File: src/rtl/pfv_pkg.sv
// pfv_pkg: shared types and constants of the pcm fade and volume block
// used by pfv_div, pfv_mul, pfv_checker and pcm_fade_and_volume_top; has no dependencies

package pfv_pkg;

  // configuration register indexes
  localparam int unsigned CFG_IDX_W = 3;
  localparam int unsigned CFG_W     = 24;
  localparam logic [CFG_IDX_W-1:0] REG_VOLUME = 3'd0;
  localparam logic [CFG_IDX_W-1:0] REG_RATE   = 3'd1;
  localparam logic [CFG_IDX_W-1:0] REG_FADE   = 3'd2;
  localparam logic [CFG_IDX_W-1:0] REG_CLIP   = 3'd3;
  localparam logic [CFG_IDX_W-1:0] REG_DIRECT = 3'd4;

  // arithmetic constants
  localparam logic [7:0] CENTRE     = 8'd127;
  localparam logic [9:0] FADE_ROUND = 10'd999;
  localparam logic [9:0] MS_PER_S   = 10'd1000;
  localparam logic [6:0] PCT        = 7'd100;
  localparam logic [6:0] VOL_MAX    = 7'd100;
  localparam logic [2:0] MIN_CLIP   = 3'd4;

  // fade length never exceeds ceil(65535 * 255 / 1000)
  localparam int unsigned FADE_W = 15;

  // shared multiplier
  localparam int unsigned MUL_W  = 16;
  localparam int unsigned PROD_W = 2 * MUL_W;

  // shared divider
  localparam int unsigned DIV_NUM_W = 24;
  localparam int unsigned DIV_DEN_W = FADE_W;
  localparam int unsigned DIV_CNT_W = $clog2(DIV_NUM_W);
  // dividend widths of the three divisions
  localparam int unsigned FADE_DIV_BITS = DIV_NUM_W;
  localparam int unsigned ENV_DIV_BITS  = 22;
  localparam int unsigned VOL_DIV_BITS  = 14;

  typedef struct packed {
    logic                 start;
    logic [DIV_NUM_W-1:0] num;
    logic [DIV_DEN_W-1:0] den;
    logic [DIV_CNT_W-1:0] top_bit;
  } div_req_t;

  typedef struct packed {
    logic                 done;
    logic [DIV_NUM_W-1:0] quo;
  } div_rsp_t;

  typedef enum logic [2:0] {
    ST_IDLE,
    ST_FADE_MUL,
    ST_FADE_DIV,
    ST_ENV_MUL,
    ST_ENV_DIV,
    ST_VOL_MUL,
    ST_VOL_DIV,
    ST_OUT
  } state_e;

endpackage

File: src/rtl/pcm_fade_and_volume_top.sv
// pcm_fade_and_volume_top: fade envelope and volume gain for 8-bit pcm clips
// depends on pfv_pkg, pfv_mul and pfv_div
//
//  channel  | direction | handshake             | payload
//  ---------+-----------+-----------------------+-------------------------------------
//  s_axis   | in        | tvalid / tready       | tdata: sample; tuser: first_sample
//  m_axis   | out       | tvalid / tready       | tdata: level; tuser: speaker_high;
//           |           |                       | tlast: clip_done
//  cfg      | in        | cfg_we_i (no wait)    | cfg_index_i, cfg_data_i
//
// one request is in flight at a time; the one-bit-per-cycle divider sets the rate:
// with the envelope active a request runs a 22-bit envelope division and a 14-bit
// volume division; bypassed or at full scale it runs only the volume division
// the first request after a write to sample_rate, fade_ms or clip_length first
// recomputes the fade length (24-bit division by 1000)
// a finished result waits in the output register while the next request is taken
// reset is asynchronous active low and restores the register defaults and position 0

module pcm_fade_and_volume_top #(
  parameter int unsigned LENGTH_BITS = 24
) (
  input  logic                             clk_i,
  input  logic                             rst_ni,
  // config write port
  input  logic                             cfg_we_i,
  input  logic [pfv_pkg::CFG_IDX_W-1:0]    cfg_index_i,
  input  logic [pfv_pkg::CFG_W-1:0]        cfg_data_i,
  // input stream
  input  logic                             s_axis_tvalid,
  output logic                             s_axis_tready,
  input  logic [7:0]                       s_axis_tdata,  // [7:0] sample
  input  logic                             s_axis_tuser,  // [0] first_sample
  // output stream
  output logic                             m_axis_tvalid,
  input  logic                             m_axis_tready,
  output logic [7:0]                       m_axis_tdata,  // [7:0] level
  output logic                             m_axis_tuser,  // [0] speaker_high
  output logic                             m_axis_tlast   // clip_done
);
  import pfv_pkg::*;

  // common width for position against clip length compares
  localparam int unsigned CW = (LENGTH_BITS > CFG_W) ? LENGTH_BITS : CFG_W;

  // config registers
  logic [6:0]        vol_q;
  logic [15:0]       rate_q;
  logic [7:0]        fms_q;
  logic [CFG_W-1:0]  clip_q;
  logic              direct_q;
  logic              cfg_clear;

  // cached fade length
  logic [FADE_W-1:0] fade_q, fade_d;
  logic              fade_ok_q, fade_ok_d;

  // sequencer and per-request state
  state_e                 state_q, state_d;
  logic                   go_q, go_d;
  logic [LENGTH_BITS-1:0] pos_q, pos_d;
  logic [LENGTH_BITS-1:0] pos_cur_q, pos_cur_d;
  logic [7:0]             smp_q, smp_d;
  logic                   last_q, last_d;
  logic [7:0]             env_q, env_d;
  logic [7:0]             lvl_q, lvl_d;

  // output register
  logic       out_valid_q, out_valid_d;
  logic [7:0] out_level_q, out_level_d;
  logic       out_spk_q, out_spk_d;
  logic       out_last_q, out_last_d;

  // shared units
  logic [MUL_W-1:0]  mul_a, mul_b;
  logic [PROD_W-1:0] prod;
  div_req_t          div_req;
  div_rsp_t          div_rsp;

  // envelope helpers
  logic [LENGTH_BITS-1:0] pos_eff;
  logic                   done_eff;
  logic [CW-1:0]          pos_ext, clip_ext, fade_ext, left, kmin;
  logic [22:0]            half;
  logic                   bypass, full;
  logic                   neg_s, neg_e;
  logic [7:0]             mag_s, mag_e, quo8;

  pfv_mul u_mul (
    .clk_i (clk_i),
    .a_i   (mul_a),
    .b_i   (mul_b),
    .p_o   (prod)
  );

  pfv_div u_div (
    .clk_i  (clk_i),
    .rst_ni (rst_ni),
    .req_i  (div_req),
    .rsp_o  (div_rsp)
  );

  // config writes; a volume field (bits 6:0) above 100 saturates
  always_ff @(posedge clk_i or negedge rst_ni) begin
    if (!rst_ni) begin
      vol_q    <= VOL_MAX;
      rate_q   <= 16'd8000;
      fms_q    <= 8'd4;
      clip_q   <= '0;
      direct_q <= 1'b0;
    end else if (cfg_we_i) begin
      case (cfg_index_i)
        REG_VOLUME: vol_q <= (cfg_data_i[6:0] > VOL_MAX) ? VOL_MAX : cfg_data_i[6:0];
        REG_RATE:   rate_q   <= cfg_data_i[15:0];
        REG_FADE:   fms_q    <= cfg_data_i[7:0];
        REG_CLIP:   clip_q   <= cfg_data_i;
        REG_DIRECT: direct_q <= cfg_data_i[0];
        default: ;
      endcase
    end
  end

  // any write that changes the fade length drops the cached value
  assign cfg_clear = cfg_we_i &&
                     (cfg_index_i == REG_RATE || cfg_index_i == REG_FADE ||
                      cfg_index_i == REG_CLIP);

  // position bookkeeping for the incoming request
  always_comb begin
    pos_eff  = s_axis_tuser ? '0 : pos_q;
    done_eff = ({1'b0, CW'(pos_eff)} + 1'b1) >= {1'b0, CW'(clip_q)};
  end

  // envelope factor: k = min(fade, pos, left), bypass and full-scale tests
  always_comb begin
    half     = clip_q[CFG_W-1:1];
    pos_ext  = CW'(pos_cur_q);
    clip_ext = CW'(clip_q);
    fade_ext = CW'(fade_q);
    // past the end of the clip nothing is left
    left     = (pos_ext < clip_ext) ? (clip_ext - pos_ext - 1'b1) : '0;
    kmin     = fade_ext;
    if (pos_ext < kmin) kmin = pos_ext;
    if (left < kmin) kmin = left;
    full     = kmin >= fade_ext;
    bypass   = (rate_q == '0) || (clip_q < CFG_W'(MIN_CLIP)) || (fade_q == '0);
    neg_s    = smp_q < CENTRE;
    mag_s    = neg_s ? (CENTRE - smp_q) : (smp_q - CENTRE);
    neg_e    = env_q < CENTRE;
    mag_e    = neg_e ? (CENTRE - env_q) : (env_q - CENTRE);
    // quotient never exceeds the deviation it came from
    quo8     = div_rsp.quo[7:0];
  end

  // sequencer
  always_comb begin
    state_d     = state_q;
    go_d        = 1'b0;
    pos_d       = pos_q;
    pos_cur_d   = pos_cur_q;
    smp_d       = smp_q;
    last_d      = last_q;
    env_d       = env_q;
    lvl_d       = lvl_q;
    fade_d      = fade_q;
    fade_ok_d   = fade_ok_q;
    out_valid_d = out_valid_q;
    out_level_d = out_level_q;
    out_spk_d   = out_spk_q;
    out_last_d  = out_last_q;
    mul_a       = '0;
    mul_b       = '0;
    div_req     = '0;
    s_axis_tready = 1'b0;

    if (out_valid_q && m_axis_tready) begin
      out_valid_d = 1'b0;
    end

    case (state_q)
      ST_IDLE: begin
        s_axis_tready = 1'b1;
        if (s_axis_tvalid) begin
          smp_d     = s_axis_tdata;
          pos_cur_d = pos_eff;
          last_d    = done_eff;
          pos_d     = done_eff ? '0 : (pos_eff + 1'b1);
          state_d   = (fade_ok_q && !cfg_clear) ? ST_ENV_MUL : ST_FADE_MUL;
        end
      end
      ST_FADE_MUL: begin
        mul_a   = rate_q;
        mul_b   = MUL_W'(fms_q);
        go_d    = 1'b1;
        state_d = ST_FADE_DIV;
      end
      ST_FADE_DIV: begin
        // ceil(rate * ms / 1000)
        div_req.start   = go_q;
        div_req.num     = DIV_NUM_W'(prod + PROD_W'(FADE_ROUND));
        div_req.den     = DIV_DEN_W'(MS_PER_S);
        div_req.top_bit = DIV_CNT_W'(FADE_DIV_BITS - 1);
        if (div_rsp.done) begin
          fade_d    = (div_rsp.quo > DIV_NUM_W'(half)) ? half[FADE_W-1:0]
                                                        : div_rsp.quo[FADE_W-1:0];
          fade_ok_d = 1'b1;
          state_d   = ST_ENV_MUL;
        end
      end
      ST_ENV_MUL: begin
        if (bypass || full) begin
          env_d   = smp_q;
          state_d = ST_VOL_MUL;
        end else begin
          mul_a   = MUL_W'(mag_s);
          mul_b   = MUL_W'(kmin[FADE_W-1:0]);
          go_d    = 1'b1;
          state_d = ST_ENV_DIV;
        end
      end
      ST_ENV_DIV: begin
        div_req.start   = go_q;
        div_req.num     = DIV_NUM_W'(prod);
        div_req.den     = fade_q;
        div_req.top_bit = DIV_CNT_W'(ENV_DIV_BITS - 1);
        if (div_rsp.done) begin
          env_d   = neg_s ? (CENTRE - quo8) : (CENTRE + quo8);
          state_d = ST_VOL_MUL;
        end
      end
      ST_VOL_MUL: begin
        mul_a   = MUL_W'(mag_e);
        mul_b   = MUL_W'(vol_q);
        go_d    = 1'b1;
        state_d = ST_VOL_DIV;
      end
      ST_VOL_DIV: begin
        div_req.start   = go_q;
        div_req.num     = DIV_NUM_W'(prod);
        div_req.den     = DIV_DEN_W'(PCT);
        div_req.top_bit = DIV_CNT_W'(VOL_DIV_BITS - 1);
        if (div_rsp.done) begin
          lvl_d   = neg_e ? (CENTRE - quo8) : (CENTRE + quo8);
          state_d = ST_OUT;
        end
      end
      ST_OUT: begin
        if (!out_valid_q || m_axis_tready) begin
          out_valid_d = 1'b1;
          out_level_d = lvl_q;
          // level >= 128 is the top bit
          out_spk_d   = direct_q & lvl_q[7];
          out_last_d  = last_q;
          state_d     = ST_IDLE;
        end
      end
      default: state_d = ST_IDLE;
    endcase

    if (cfg_clear) begin
      fade_ok_d = 1'b0;
    end
  end

  always_ff @(posedge clk_i or negedge rst_ni) begin
    if (!rst_ni) begin
      state_q     <= ST_IDLE;
      go_q        <= 1'b0;
      pos_q       <= '0;
      fade_ok_q   <= 1'b0;
      out_valid_q <= 1'b0;
    end else begin
      state_q     <= state_d;
      go_q        <= go_d;
      pos_q       <= pos_d;
      fade_ok_q   <= fade_ok_d;
      out_valid_q <= out_valid_d;
    end
  end

  always_ff @(posedge clk_i) begin
    pos_cur_q   <= pos_cur_d;
    smp_q       <= smp_d;
    last_q      <= last_d;
    env_q       <= env_d;
    lvl_q       <= lvl_d;
    fade_q      <= fade_d;
    out_level_q <= out_level_d;
    out_spk_q   <= out_spk_d;
    out_last_q  <= out_last_d;
  end

  assign m_axis_tvalid = out_valid_q;
  assign m_axis_tdata  = out_level_q;
  assign m_axis_tuser  = out_spk_q;
  assign m_axis_tlast  = out_last_q;

endmodule

File: src/rtl/pfv_div.sv
// pfv_div: shared restoring divider, one quotient bit per cycle
// depends on pfv_pkg for the request and response structs

module pfv_div (
  input  logic              clk_i,
  input  logic              rst_ni,
  input  pfv_pkg::div_req_t req_i,
  output pfv_pkg::div_rsp_t rsp_o
);
  import pfv_pkg::*;

  logic                 busy_q, busy_d;
  logic                 done_q, done_d;
  logic [DIV_CNT_W-1:0] cnt_q, cnt_d;
  logic [DIV_NUM_W-1:0] num_q, num_d;
  logic [DIV_NUM_W-1:0] quo_q, quo_d;
  logic [DIV_DEN_W-1:0] den_q, den_d;
  logic [DIV_DEN_W-1:0] rem_q, rem_d;
  logic [DIV_DEN_W:0]   trial;
  logic                 fits;

  always_comb begin
    trial  = {rem_q, num_q[cnt_q]};
    fits   = trial >= {1'b0, den_q};
    busy_d = busy_q;
    done_d = 1'b0;
    cnt_d  = cnt_q;
    num_d  = num_q;
    den_d  = den_q;
    rem_d  = rem_q;
    quo_d  = quo_q;
    if (req_i.start) begin
      busy_d = 1'b1;
      cnt_d  = req_i.top_bit;
      num_d  = req_i.num;
      den_d  = req_i.den;
      rem_d  = '0;
      quo_d  = '0;
    end else if (busy_q) begin
      // remainder stays below the divisor, so the difference fits
      rem_d = fits ? DIV_DEN_W'(trial - {1'b0, den_q}) : trial[DIV_DEN_W-1:0];
      quo_d = {quo_q[DIV_NUM_W-2:0], fits};
      if (cnt_q == '0) begin
        busy_d = 1'b0;
        done_d = 1'b1;
      end else begin
        cnt_d = cnt_q - 1'b1;
      end
    end
  end

  always_ff @(posedge clk_i or negedge rst_ni) begin
    if (!rst_ni) begin
      busy_q <= 1'b0;
      done_q <= 1'b0;
      cnt_q  <= '0;
    end else begin
      busy_q <= busy_d;
      done_q <= done_d;
      cnt_q  <= cnt_d;
    end
  end

  always_ff @(posedge clk_i) begin
    num_q <= num_d;
    den_q <= den_d;
    rem_q <= rem_d;
    quo_q <= quo_d;
  end

  assign rsp_o.done = done_q;
  assign rsp_o.quo  = quo_q;

endmodule

File: src/rtl/pfv_mul.sv
// pfv_mul: shared unsigned multiplier with a registered product
// depends on pfv_pkg for operand and product widths

module pfv_mul (
  input  logic                         clk_i,
  input  logic [pfv_pkg::MUL_W-1:0]    a_i,
  input  logic [pfv_pkg::MUL_W-1:0]    b_i,
  output logic [pfv_pkg::PROD_W-1:0]   p_o
);
  import pfv_pkg::*;

  logic [PROD_W-1:0] p_q;

  always_ff @(posedge clk_i) begin
    p_q <= PROD_W'(a_i) * PROD_W'(b_i);
  end

  assign p_o = p_q;

endmodule

File: config.mk
export PLATFORM = sky130hd
export DESIGN_NAME = pcm_fade_and_volume_top
export DESIGN_NICKNAME = d
export VERILOG_FILES = /design/src/rtl/pfv_pkg.sv /design/src/rtl/pcm_fade_and_volume_top.sv /design/src/rtl/pfv_div.sv /design/src/rtl/pfv_mul.sv
export SDC_FILE = /design/constraint.sdc
export NUM_CORES = 1
export LEC_CHECK = 0
export BUFFER_PORTS_ARGS = -buffer_cell sky130_fd_sc_hd__buf_4
export CAP_MARGIN = 5
export CORE_AREA = 2 2 233 235
export CTS_CLUSTER_DIAMETER = 200
export CTS_CLUSTER_SIZE = 24
export DETAILED_ROUTE_END_ITERATION = 10
export DIE_AREA = 0 0 235 237
export PLACE_DENSITY = 0.69
export SLEW_MARGIN = 20
export SYNTH_ARGS = -nofsm -noshare
export SYNTH_HDL_FRONTEND = slang
export SYNTH_SLANG_ARGS = --single-unit
File: constraint.sdc
create_clock -name clk_i -period 22.4 [get_ports clk_i]
set_input_delay 1.12 -clock clk_i [delete_from_list [all_inputs] [get_ports clk_i]]
set_output_delay 1.12 -clock clk_i [all_outputs]
set_load 0.03 [all_outputs]
Yosys cells after proc, flatten, opt, wreduce, memory -nomap -nowiden
Index checks and enable logic that the tools add are counted.

operators by class
  bitwise logic cells = 1
  equality and inequality tests = 18
  magnitude comparators = 12
  add/subtract/negate cells = 13
  multipliers = 1
  reductions and logical operators = 34
  muxes and demuxes = 48

operator list
  kind                                                                   number
  45-bit case mux with 3 select lines                                    1
  24-bit two-way mux                                                     5
  8-bit two-way mux                                                      7
  24-bit < comparator                                                    2
  16-bit case mux with 3 select lines                                    1
  15-bit two-way mux                                                     3
  15-bit case mux with 3 select lines                                    1
  24-bit by 1-bit adder with 25-bit output, second input constant        1
  25-bit by 24-bit >= comparator with 1-bit output                       1
  24-bit by 1-bit adder with 24-bit output, second input constant        1
  24-bit by 10-bit adder with 24-bit output, second input constant       1
  24-bit by 15-bit >= comparator with 1-bit output                       1
  24-bit by 23-bit greater-than comparator with 1-bit output             1
  24-bit by 15-bit < comparator with 1-bit output                        1
  24-bit by 3-bit < comparator with 1-bit output, second input constant  1
  16-bit by 15-bit multiplier with 24-bit output                         1
  3-bit case mux with 8 select lines                                     1
  24-bit by 1-bit subtractor with 24-bit output, second input constant   1
  24-bit subtractor                                                      1
  7-bit by 8-bit subtractor with 8-bit output, first input constant      3
  2-bit AND reduction                                                    11
  16-bit by 15-bit >= comparator with 1-bit output                       1
  16-bit zero test                                                       1
  8-bit by 7-bit < comparator with 1-bit output, second input constant   2
  other kinds (30)                                                       77

storage, ports and cells
  bits in registers = 269
  input bits = 41

Depth between registers and ports, before layout
Gate-level depths: netlist of the first run.

  depth after elaboration = 10
  gate-level depth with buffers = 58

Hierarchy
Synthesis of the first run repeated with hierarchy kept, for this count alone.

second synthesis, totals
  cells, all modules = 2841
  area, all modules = 26349.0 um^2

modules (own cells, without submodules)
  module                   instances  cells each  sequential area each (um^2)  area an instance (um^2)
  pcm_fade_and_volume_top  1          1454        4386.7                       12949.9
  pfv_mul                  1          1021        640.6                        9288.9
  pfv_div                  1          366         2127.0                       4110.2

Worst setup path before layout of the first run
OpenSTA, ideal clock, no wires.

  path kind = register -> register
  from = register pos_cur_q[0]
  to = register u_mul.p_q[23] (netlist: u_mul.p_o[23])
  path slack = 10.189 ns
  clock period less this slack = 12.211 ns
  data arrival time = 12.139 ns
  cell stages (with the launch flop) = 53
  path buffers = 4
  path through = edfxtp_1 inv_1 ha_1 fa_1 nand3_1 a21oi_1 o41ai_1 a21oi_1 o21ai_1 mux2i_1 nor3_1 ha_1 nand4_1 nor2_1 nand3_1 nor3_1 o211ai_1 a31o_1 (+17 left out) fa_1 inv_1 fa_1 fa_1 fa_1 inv_1 fa_1 inv_1 ha_1 and2_1 o21a_1 a31o_2 o41a_1 a41o_1 o41ai_1 o21bai_1 a21oi_1 xnor2_1

on the way
  longest elaborated chain between the ends = 10

ends and longest elaborated chain
  item                                                                                        line                            source
  start, declared                                                                             pcm_fade_and_volume_top.sv:61   logic [LENGTH_BITS-1:0] pos_cur_q, pos_cur_d;
  start signal, assigned                                                                      pcm_fade_and_volume_top.sv:281  pos_cur_q <= pos_cur_d;
  24-bit subtractor                                                                           pcm_fade_and_volume_top.sv:140  left = (pos_ext < clip_ext) ? (clip_ext - pos_ext - 1'b1) : '0;
  24-bit by 1-bit subtractor with 24-bit output                                               pcm_fade_and_volume_top.sv:140
  24-bit two-way mux                                                                          pcm_fade_and_volume_top.sv:140
  24-bit < comparator                                                                         pcm_fade_and_volume_top.sv:143  if (left < kmin) kmin = left;
  24-bit two-way mux *                                                                        pcm_fade_and_volume_top.sv:143
  24-bit by 15-bit >= comparator with 1-bit output                                            pcm_fade_and_volume_top.sv:144  full = kmin >= fade_ext;
  1-bit logical OR                                                                            pcm_fade_and_volume_top.sv:210  if (bypass || full) begin
  8-bit two-way mux or 15-bit two-way mux (tied branches)                                     pcm_fade_and_volume_top.sv:210
  16-bit case mux with 3 select lines or 15-bit case mux with 3 select lines (tied branches)  pcm_fade_and_volume_top.sv:179  case (state_q)
  16-bit by 15-bit multiplier with 24-bit output *                                            pfv_mul.sv:15                   p_q <= PROD_W'(a_i) * PROD_W'(b_i);
  end signal, assigned                                                                        pfv_mul.sv:15
  end, declared                                                                               pfv_mul.sv:12                   logic [PROD_W-1:0] p_q;

Mark *: on every way between the ends. The rest lies on a longest branch, timed or not.
A chain may end at the register's enable or synchronous reset.

Worst setup path after layout of the first run
  from = register pos_cur_q[13]
  to = register u_mul.p_q[23] (netlist: u_mul.p_o[23])

The elaborated chain is that of the path after synthesis.

==> metrics, run 1 <==
status=completed; Max clock buf depth=3; max_cap viols=0; crit start category=flip-flop; Synth Cell Area=23650 um2; critical path's slowest cell=o31ai_2; most frequent cells in the layout=inv_1, ha_1, nand2_1; Initial DRC Count=1689; initial antenna violation count=0; drt pass-1 iters=5; Setup CP Type=flip-flop to flip-flop; Layout area overhead=6.739%; cts bufs inserted=15; Pwr per Cell Area=100.4 nW/um2; flop-to-flop setup slack=7.48 ns; die footprint=55700 um2; GRT Total Usage=23.78%; leading area contributor after synthesis=edfxtp_1; TritonCTS clock tree=yes; element type at the critical path end=flip-flop; period utilisation layout=66.63%; HP Class=flip-flop to flip-flop; Final Hold Violating Endpoints=0; clk_lat worst skew=0.54 ns; post-synth top area share=14.35%; Post-Syn Instances=2516; ys async rst share=34.57%; fmax=67.00 MHz; drt via density=5.677; Clock Skew=0.03783 ns; WL/cell=20.30 um; port bufs=52; Worst-Margin Slew=1.159 ns; Warnings, synthesis=0; clock sinks=269; I/O Pins=53; H-tree depth=1; Die Span X=235 um; CP most frequent cell=fa_1; Largest delay share family, worst path=compound AO/OA/AOI/OAI gates; Slew HR=22.42%; CP arrival=15.34 ns; antenna viol nets, final=0; clk root buf=clkbuf_16; largest net degree at the start of global routing=68; Worst-path clk slew=0.11 ns; commonest non-fill, non-tap cell in the layout=inv_1; fin crit period=14.92 ns; final core occ=47.39%; setup TNS=0 ns; via count=18495; post-synthesis cell type count=81; gpl congestion=0.9963; register bit count reported by yosys=269; sequential area share after synthesis=29.57%; number of global-route vias before repair=18355; die height=237 um; starting density of the core=44.39%; DP Wirelength=52970 um; syn avg cell area=9.401 um2; cts repair resizes=0; Post-CTS Setup Inserts=0; grt ovf=0; Std-Cell Rows=85; antenna diode count=0; WL final=66140 um; drt drc=0; share of cells above drive strength 1=7.923%; Final Net Count=2989; fillers=4958; leakage dissipation=11.78 nW; Max IR drop VDD=63.54 uV; Most used DFF post-synth=edfxtp_1; synth top area cells=edfxtp_1, fa_1, ha_1, dfrtp_1, dfxtp_1; first-pass GRT wire length=104600 um; total core area=53280 um2; CTS Hold Bufs=0; Critical Path RT=22.81 ns; largest stage delay on the critical path=0.83 ns; # setup viols final=0; Pins Over Slew Limit=0; RSZ-0062 raised after global routing=false; Crit Path Max Fanout=17; worst path buffer plus inverter count=6; number of synthesized flops with an enable pin=113
-- area by class of cell --
cell class | instances | area (um2) | area share (%)
clock inverter | 2 | 23.77 | 0.09416
multi-input combinational | 1896 | 15300 | 60.58
sequential | 269 | 6995 | 27.71
clock buffer | 23 | 405.4 | 1.606
tap | 696 | 870.8 | 3.449
inverter | 303 | 1139 | 4.510
timing repair buffer | 69 | 518.0 | 2.052
-- registers in the layout (all words and copies together), names as in the netlist, 5 cells and up --
register and cells:
env_q 8, rate_q 16, u_mul.p_o 24, u_div.rem_q 15, vol_q 7, u_div.cnt_q 5
u_div.quo_q 24, pos_q 24, m_axis_tdata 8, lvl_q 8, u_div.den_q 15, u_div.num_q 24
pos_cur_q 24, fms_q 8, fade_q 15, smp_q 8, clip_ext 24
-- cells in the mapped netlist, types with 4 or more instances --
| cell | n |
|---|---|
| a22o_1 | 12 |
| xor2_1 | 34 |
| mux2i_1 | 67 |
| a211oi_1 | 13 |
| nand3_1 | 83 |
| o21ai_0 | 136 |
| dfrtp_1 | 83 |
| buf_2 | 13 |
| nand2b_1 | 25 |
| o31a_1 | 9 |
| o21bai_1 | 5 |
| and3_1 | 39 |
| buf_6 | 4 |
| or3_1 | 9 |
| nor3_1 | 42 |
| nor2_1 | 208 |
| edfxtp_1 | 113 |
| inv_1 | 302 |
| o31ai_2 | 4 |
| or2_2 | 7 |
| a31o_2 | 8 |
| nor3b_1 | 7 |
| nor4_1 | 17 |
| dfstp_2 | 10 |
| clkbuf_1 | 61 |
| a21o_1 | 34 |
| dfxtp_1 | 63 |
| mux2_2 | 66 |
| nand2_1 | 224 |
| ha_1 | 231 |
| nand4_1 | 28 |
| o21a_1 | 23 |
| xnor2_1 | 64 |
| a31oi_1 | 21 |
| nor2b_1 | 43 |
| mux4_2 | 6 |
| and2_1 | 37 |
| a21oi_1 | 100 |
| o211ai_1 | 11 |
| o31ai_1 | 6 |
| fa_1 | 163 |
| a22oi_1 | 13 |
-- metal layers --
| layer | wire length (um) | vias to the layer above | track usage (%) |
|---|---|---|---|
| li1 | - | 8651 | - |
| met1 | 30890 | 9078 | 34.92 |
| met2 | 29450 | 672 | 37.93 |
| met3 | 4285 | 94 | 2.390 |
| met4 | 1508 | 0 | 5.332 |
| met5 | 0 | - | 0 |
-- path summary, 6_finish.rpt --
check / cells past startpoint / start / end
min in group asynchronous: 1 / rst_ni / pos_q[17]$_DFFE_PN0P_
setup reg to reg: 46 / pos_cur_q[13]$_DFFE_PP_ / u_mul.p_o[23]$_DFF_P_
max in group asynchronous: 2 / rst_ni / clip_ext[4]$_DFFE_PN0P_
hold reg to reg: 0 / lvl_q[6]$_DFFE_PP_ / m_axis_tdata[6]$_DFFE_PP_
setup / recovery: 46 / pos_cur_q[13]$_DFFE_PP_ / u_mul.p_o[23]$_DFF_P_
hold / removal: 0 / lvl_q[6]$_DFFE_PP_ / m_axis_tdata[6]$_DFFE_PP_
-- cells by family (layout without fill, tap and decap cells) --
logic type	after synthesis	count (layout)	share of synthesized area, %
XOR/XNOR	98	98	3.629
AO/OA/AOI/OAI	434	434	11.77
other	2	37	0.03175
adder cells (fa/ha/maj)	394	394	26.01
buffers and inverters	386	397	6.358
flip-flops	269	269	29.57
AND/OR/NAND/NOR	791	791	15.90
multiplexers	142	142	6.734
-- worst register-to-register path, delay by kind of cell (launching register included) --
kind	cells	cell delay (ns)
muxes	1	0.65
buffers and inverters	6	0.61
DFF	1	0.45
adders and majority gates	10	4.46
xor gates and xnor gates	1	0.08
AOI/OAI and AO/OA	22	6.25
and+or+nand+nor	6	2.36
-- where the power goes --
| group | switching [mW] | leakage [nW] | internal [mW] |
|---|---|---|---|
| sequential | 0.150 | 2.70 | 0.660 |
| clock | 0.173 | 0.206 | 0.129 |
| combinational | 0.863 | 8.87 | 0.560 |
-- through the flow --
step / instances / hold slack [ns] / cell area, um2 / power, mW / setup WS (ns)
3_3_place_gp: 3233 / 0.4069 / 24820 / 2.171 / 7.921
4_1_cts: 3258 / 0.4258 / 25250 / 2.525 / 7.563
5_1_grt: 3258 / 0.4395 / 25250 / 2.735 / 6.530
6_report: 3258 / 0.4259 / 25250 / 2.535 / 7.476
3_5_place_dp: 3233 / 0.4045 / 24820 / 2.216 / 7.609
2_1_floorplan: 2551 / 0.4003 / 23790 / 1.828 / 10.19
Note: power is estimated with default switching activity, not from simulation.
==> inputs of run 2 (changes only) <==
- ABC_AREA: not set -> 1
- CORE_AREA: 2 2 233 235 -> 2 2 235 237
- DIE_AREA: 0 0 235 237 -> 0 0 237 239
- PLACE_DENSITY: 0.69 -> 0.71
- clock period: 22.4 -> 12.8 ns (I/O delays scaled with it)
==> run 2 against run 1 <==
Die area grew 1.7%. Critical path depth grew 12. Register-to-register slack lost 6.5 ns. Via count grew 5.8%. Sequential power grew 69%. Non-clock buffer count shrank 4. Worst hold slack lost 0.15 ns.
==> metrics, run 2 <==
Max Used Layer=met4; leading area contributor after synthesis=edfxtp_1; RSZ-0062 raised after global routing=false; number of global-route vias before repair=19149 (+4.3%); Synth Cell Area=24020 um2 (+1.6%); Slew HR=31.76% (+9.3 points); first-pass GRT wire length=99070 um (-5.2%); die footprint=56640 um2 (+1.7%); GRT Total Usage=21.85% (-1.9 points); cell area after layout=25610 um2 (+1.4%); antenna diode count=0 (unchanged); most frequent cells in the layout=nand2_1, inv_1, nor2_1; antenna viol nets, final=0 (unchanged); WL/cell=16.20 um (-20%); clk root buf=clkbuf_16; CP most frequent cell=nand2_1; commonest non-fill, non-tap cell in the layout=nand2_1; synth cell count leaders=nand2_1, inv_1, nor2_1, ha_1, o21ai_0; Largest delay share family, worst path=adder cells; Post-CTS Setup Inserts=0 (unchanged); gpl congestion=0.9545 (-4.2%); Die Span X=237 um (+0.85%); Critical Path RT=13.26 ns (-9.55 ns); WL final=60840 um (-8.0%); Most used DFF post-synth=edfxtp_1; port bufs=52 (unchanged); CP arrival=12.31 ns (-3.03 ns); Post-Syn Instances=2999 (+19%); flop-to-flop setup slack=0.95 ns (-6.53 ns); synth top area cells=edfxtp_1, fa_1, ha_1, nand2_1, inv_1; drt via density=5.212 (-8.2%); sequential area share after synthesis=29.12% (-0.45 points); Pwr per Cell Area=178.7 nW/um2 (+78%); WHS=0.2807 ns (-0.1452 ns); clk_lat worst skew=0.54 ns (about the same); grt ovf=0 (unchanged); register bit count reported by yosys=269 (unchanged); post-synth top area share=14.13% (-0.22 points); TritonCTS clock tree=yes; status=completed; Pins Over Slew Limit=0 (unchanged); R2R cell count=58 (+26%); number of synthesized flops with an enable pin=113 (unchanged); clock sinks=269 (unchanged); DP Wirelength=49090 um (-7.3%); Final Net Count=3477 (+16%); hold path depth=1 (+1); max_cap viols=0 (unchanged); initial antenna violation count=1 (+1); Final Power=4.578 mW (+81%); post-synthesis cell type count=62 (-23%); Std-Cell Rows=86 (+1.2%); element type at the critical path end=flip-flop; Max clock buf depth=3 (unchanged); largest net degree at the start of global routing=80 (+18%); drt drc=0 (unchanged); Hold EP=smp_q[5]$_DFFE_PP_; reg-to-reg startpoint=clip_ext[0]$_DFFE_PN0P_; die height=239 um (+0.84%); I/O Pins=53 (unchanged); count leader, synth=nand2_1; drt pass-1 iters=5 (unchanged); Setup CP Type=flip-flop to flip-flop; fillers=5330 (+7.5%); Clock Skew=0.03619 ns (-0.001644 ns); H-tree depth=1 (unchanged); critical path's slowest cell=fa_1; placed standard-cell area=25150 um2 (+1.3%); fmax=84.37 MHz (+26%); worst path buffer plus inverter count=10 (+4); via count=19571 (+5.8%); WP depth=58 (+26%); final core occ=47.13% (-0.25 points); leakage dissipation=12.37 nW (+5.0%); Initial DRC Count=1477 (-13%); HP Class=primary input to flip-flop; Warnings, synthesis=0 (unchanged); fin crit period=11.85 ns (-3.072 ns); M1 wire length=28570 um (-7.5%); Crit Path Max Fanout=21 (+4); Worst-path clk slew=0.11 ns (about the same); share of cells above drive strength 1=5.474% (-2.4 points); starting density of the core=44.21% (-0.19 points); period utilisation layout=92.60% (+26 points); hold_sp=s_axis_tdata[5]; Max IR drop VDD=87.43 uV (+38%); reg2reg end=u_mul.p_o[17]$_DFF_P_; # setup viols final=0 (unchanged); crit start category=flip-flop; total core area=54340 um2 (+2.0%); setup TNS=0 ns (unchanged); met3 routed WL=3990 um (-6.9%); ys async rst share=34.57% (unchanged); met2 wire len=26870 um (-8.8%); Final Hold Violating Endpoints=0 (unchanged); Layout area overhead=6.615%; Worst-Margin Slew=1.021 ns (-0.1389 ns); largest stage delay on the critical path=0.54 ns (-0.29 ns); cts bufs inserted=15 (unchanged); syn avg cell area=8.010 um2 (-15%)
## run 2: cell families after synthesis
group,Yosys count,share of synthesized area (%)
adder cells (fa/ha/maj),394,25.62
flip-flops,269,29.12
AO/OA/AOI/OAI,514,12.06
other,2,0.03126
XOR/XNOR,83,3.026
buffers and inverters,637,10.39
AND/OR/NAND/NOR,1100,19.76
## run 2: worst max-delay path by stage
stage                       startpoint                    end  slack, ns
2_1_floorplan  pos_cur_q[11]$_DFFE_PP_  u_mul.p_o[22]$_DFF_P_       2.63
3_3_place_gp    pos_cur_q[2]$_DFFE_PP_  u_mul.p_o[17]$_DFF_P_       1.03
3_5_place_dp    pos_cur_q[2]$_DFFE_PP_  u_mul.p_o[17]$_DFF_P_       0.93
4_1_cts        clip_ext[0]$_DFFE_PN0P_  u_mul.p_o[17]$_DFF_P_       0.90
5_1_grt         pos_cur_q[4]$_DFFE_PP_  u_mul.p_o[17]$_DFF_P_       0.04
6_report       clip_ext[0]$_DFFE_PN0P_  u_mul.p_o[17]$_DFF_P_       0.95
## run 2: area by class of cell
cell class                      instances  area, um2  area share (%)
Timing Repair Buffer                   65      490.5           1.915
Clock inverter                          2      28.78          0.1124
Inverter                              562       2110           8.237
Sequential cell                       269       6994           27.31
Multi-Input combinational cell       2129      14700           57.39
Clock buffer                           24      409.1           1.598
Tap cell                              704      880.8           3.439
## run 2: per-stage QoR
| stage | instances | setup slack [ns] |
|---|---|---|
| 3_3_place_gp | 3727 | 1.030 |
| 4_1_cts | 3754 | 0.9022 |
| 2_1_floorplan | 3034 | 2.627 |
| 5_1_grt | 3755 | 0.03588 |
| 6_report | 3755 | 0.9476 |
| 3_5_place_dp | 3727 | 0.9348 |
## run 2: metal layers
metal  GRT usage [%]  up-vias
met5               0        -
met4           5.351        0
met3           3.233       78
met2           35.07      519
met1           31.04     9280
li1                -     9694
## run 2: where the power goes
group	switching, mW	total (mW)	internal, mW	leakage (nW)
Clock	0.301	0.530	0.228	0.210
Sequential	0.182	1.37	1.19	2.71
Combinational	1.77	2.68	0.909	9.45
## run 2: repair_timing
item	CTS	global route
endpoints found under the hold margin	2	0
setup endpoints to repair	0	1
hold buffers	1	0
gates resized for setup	0	1
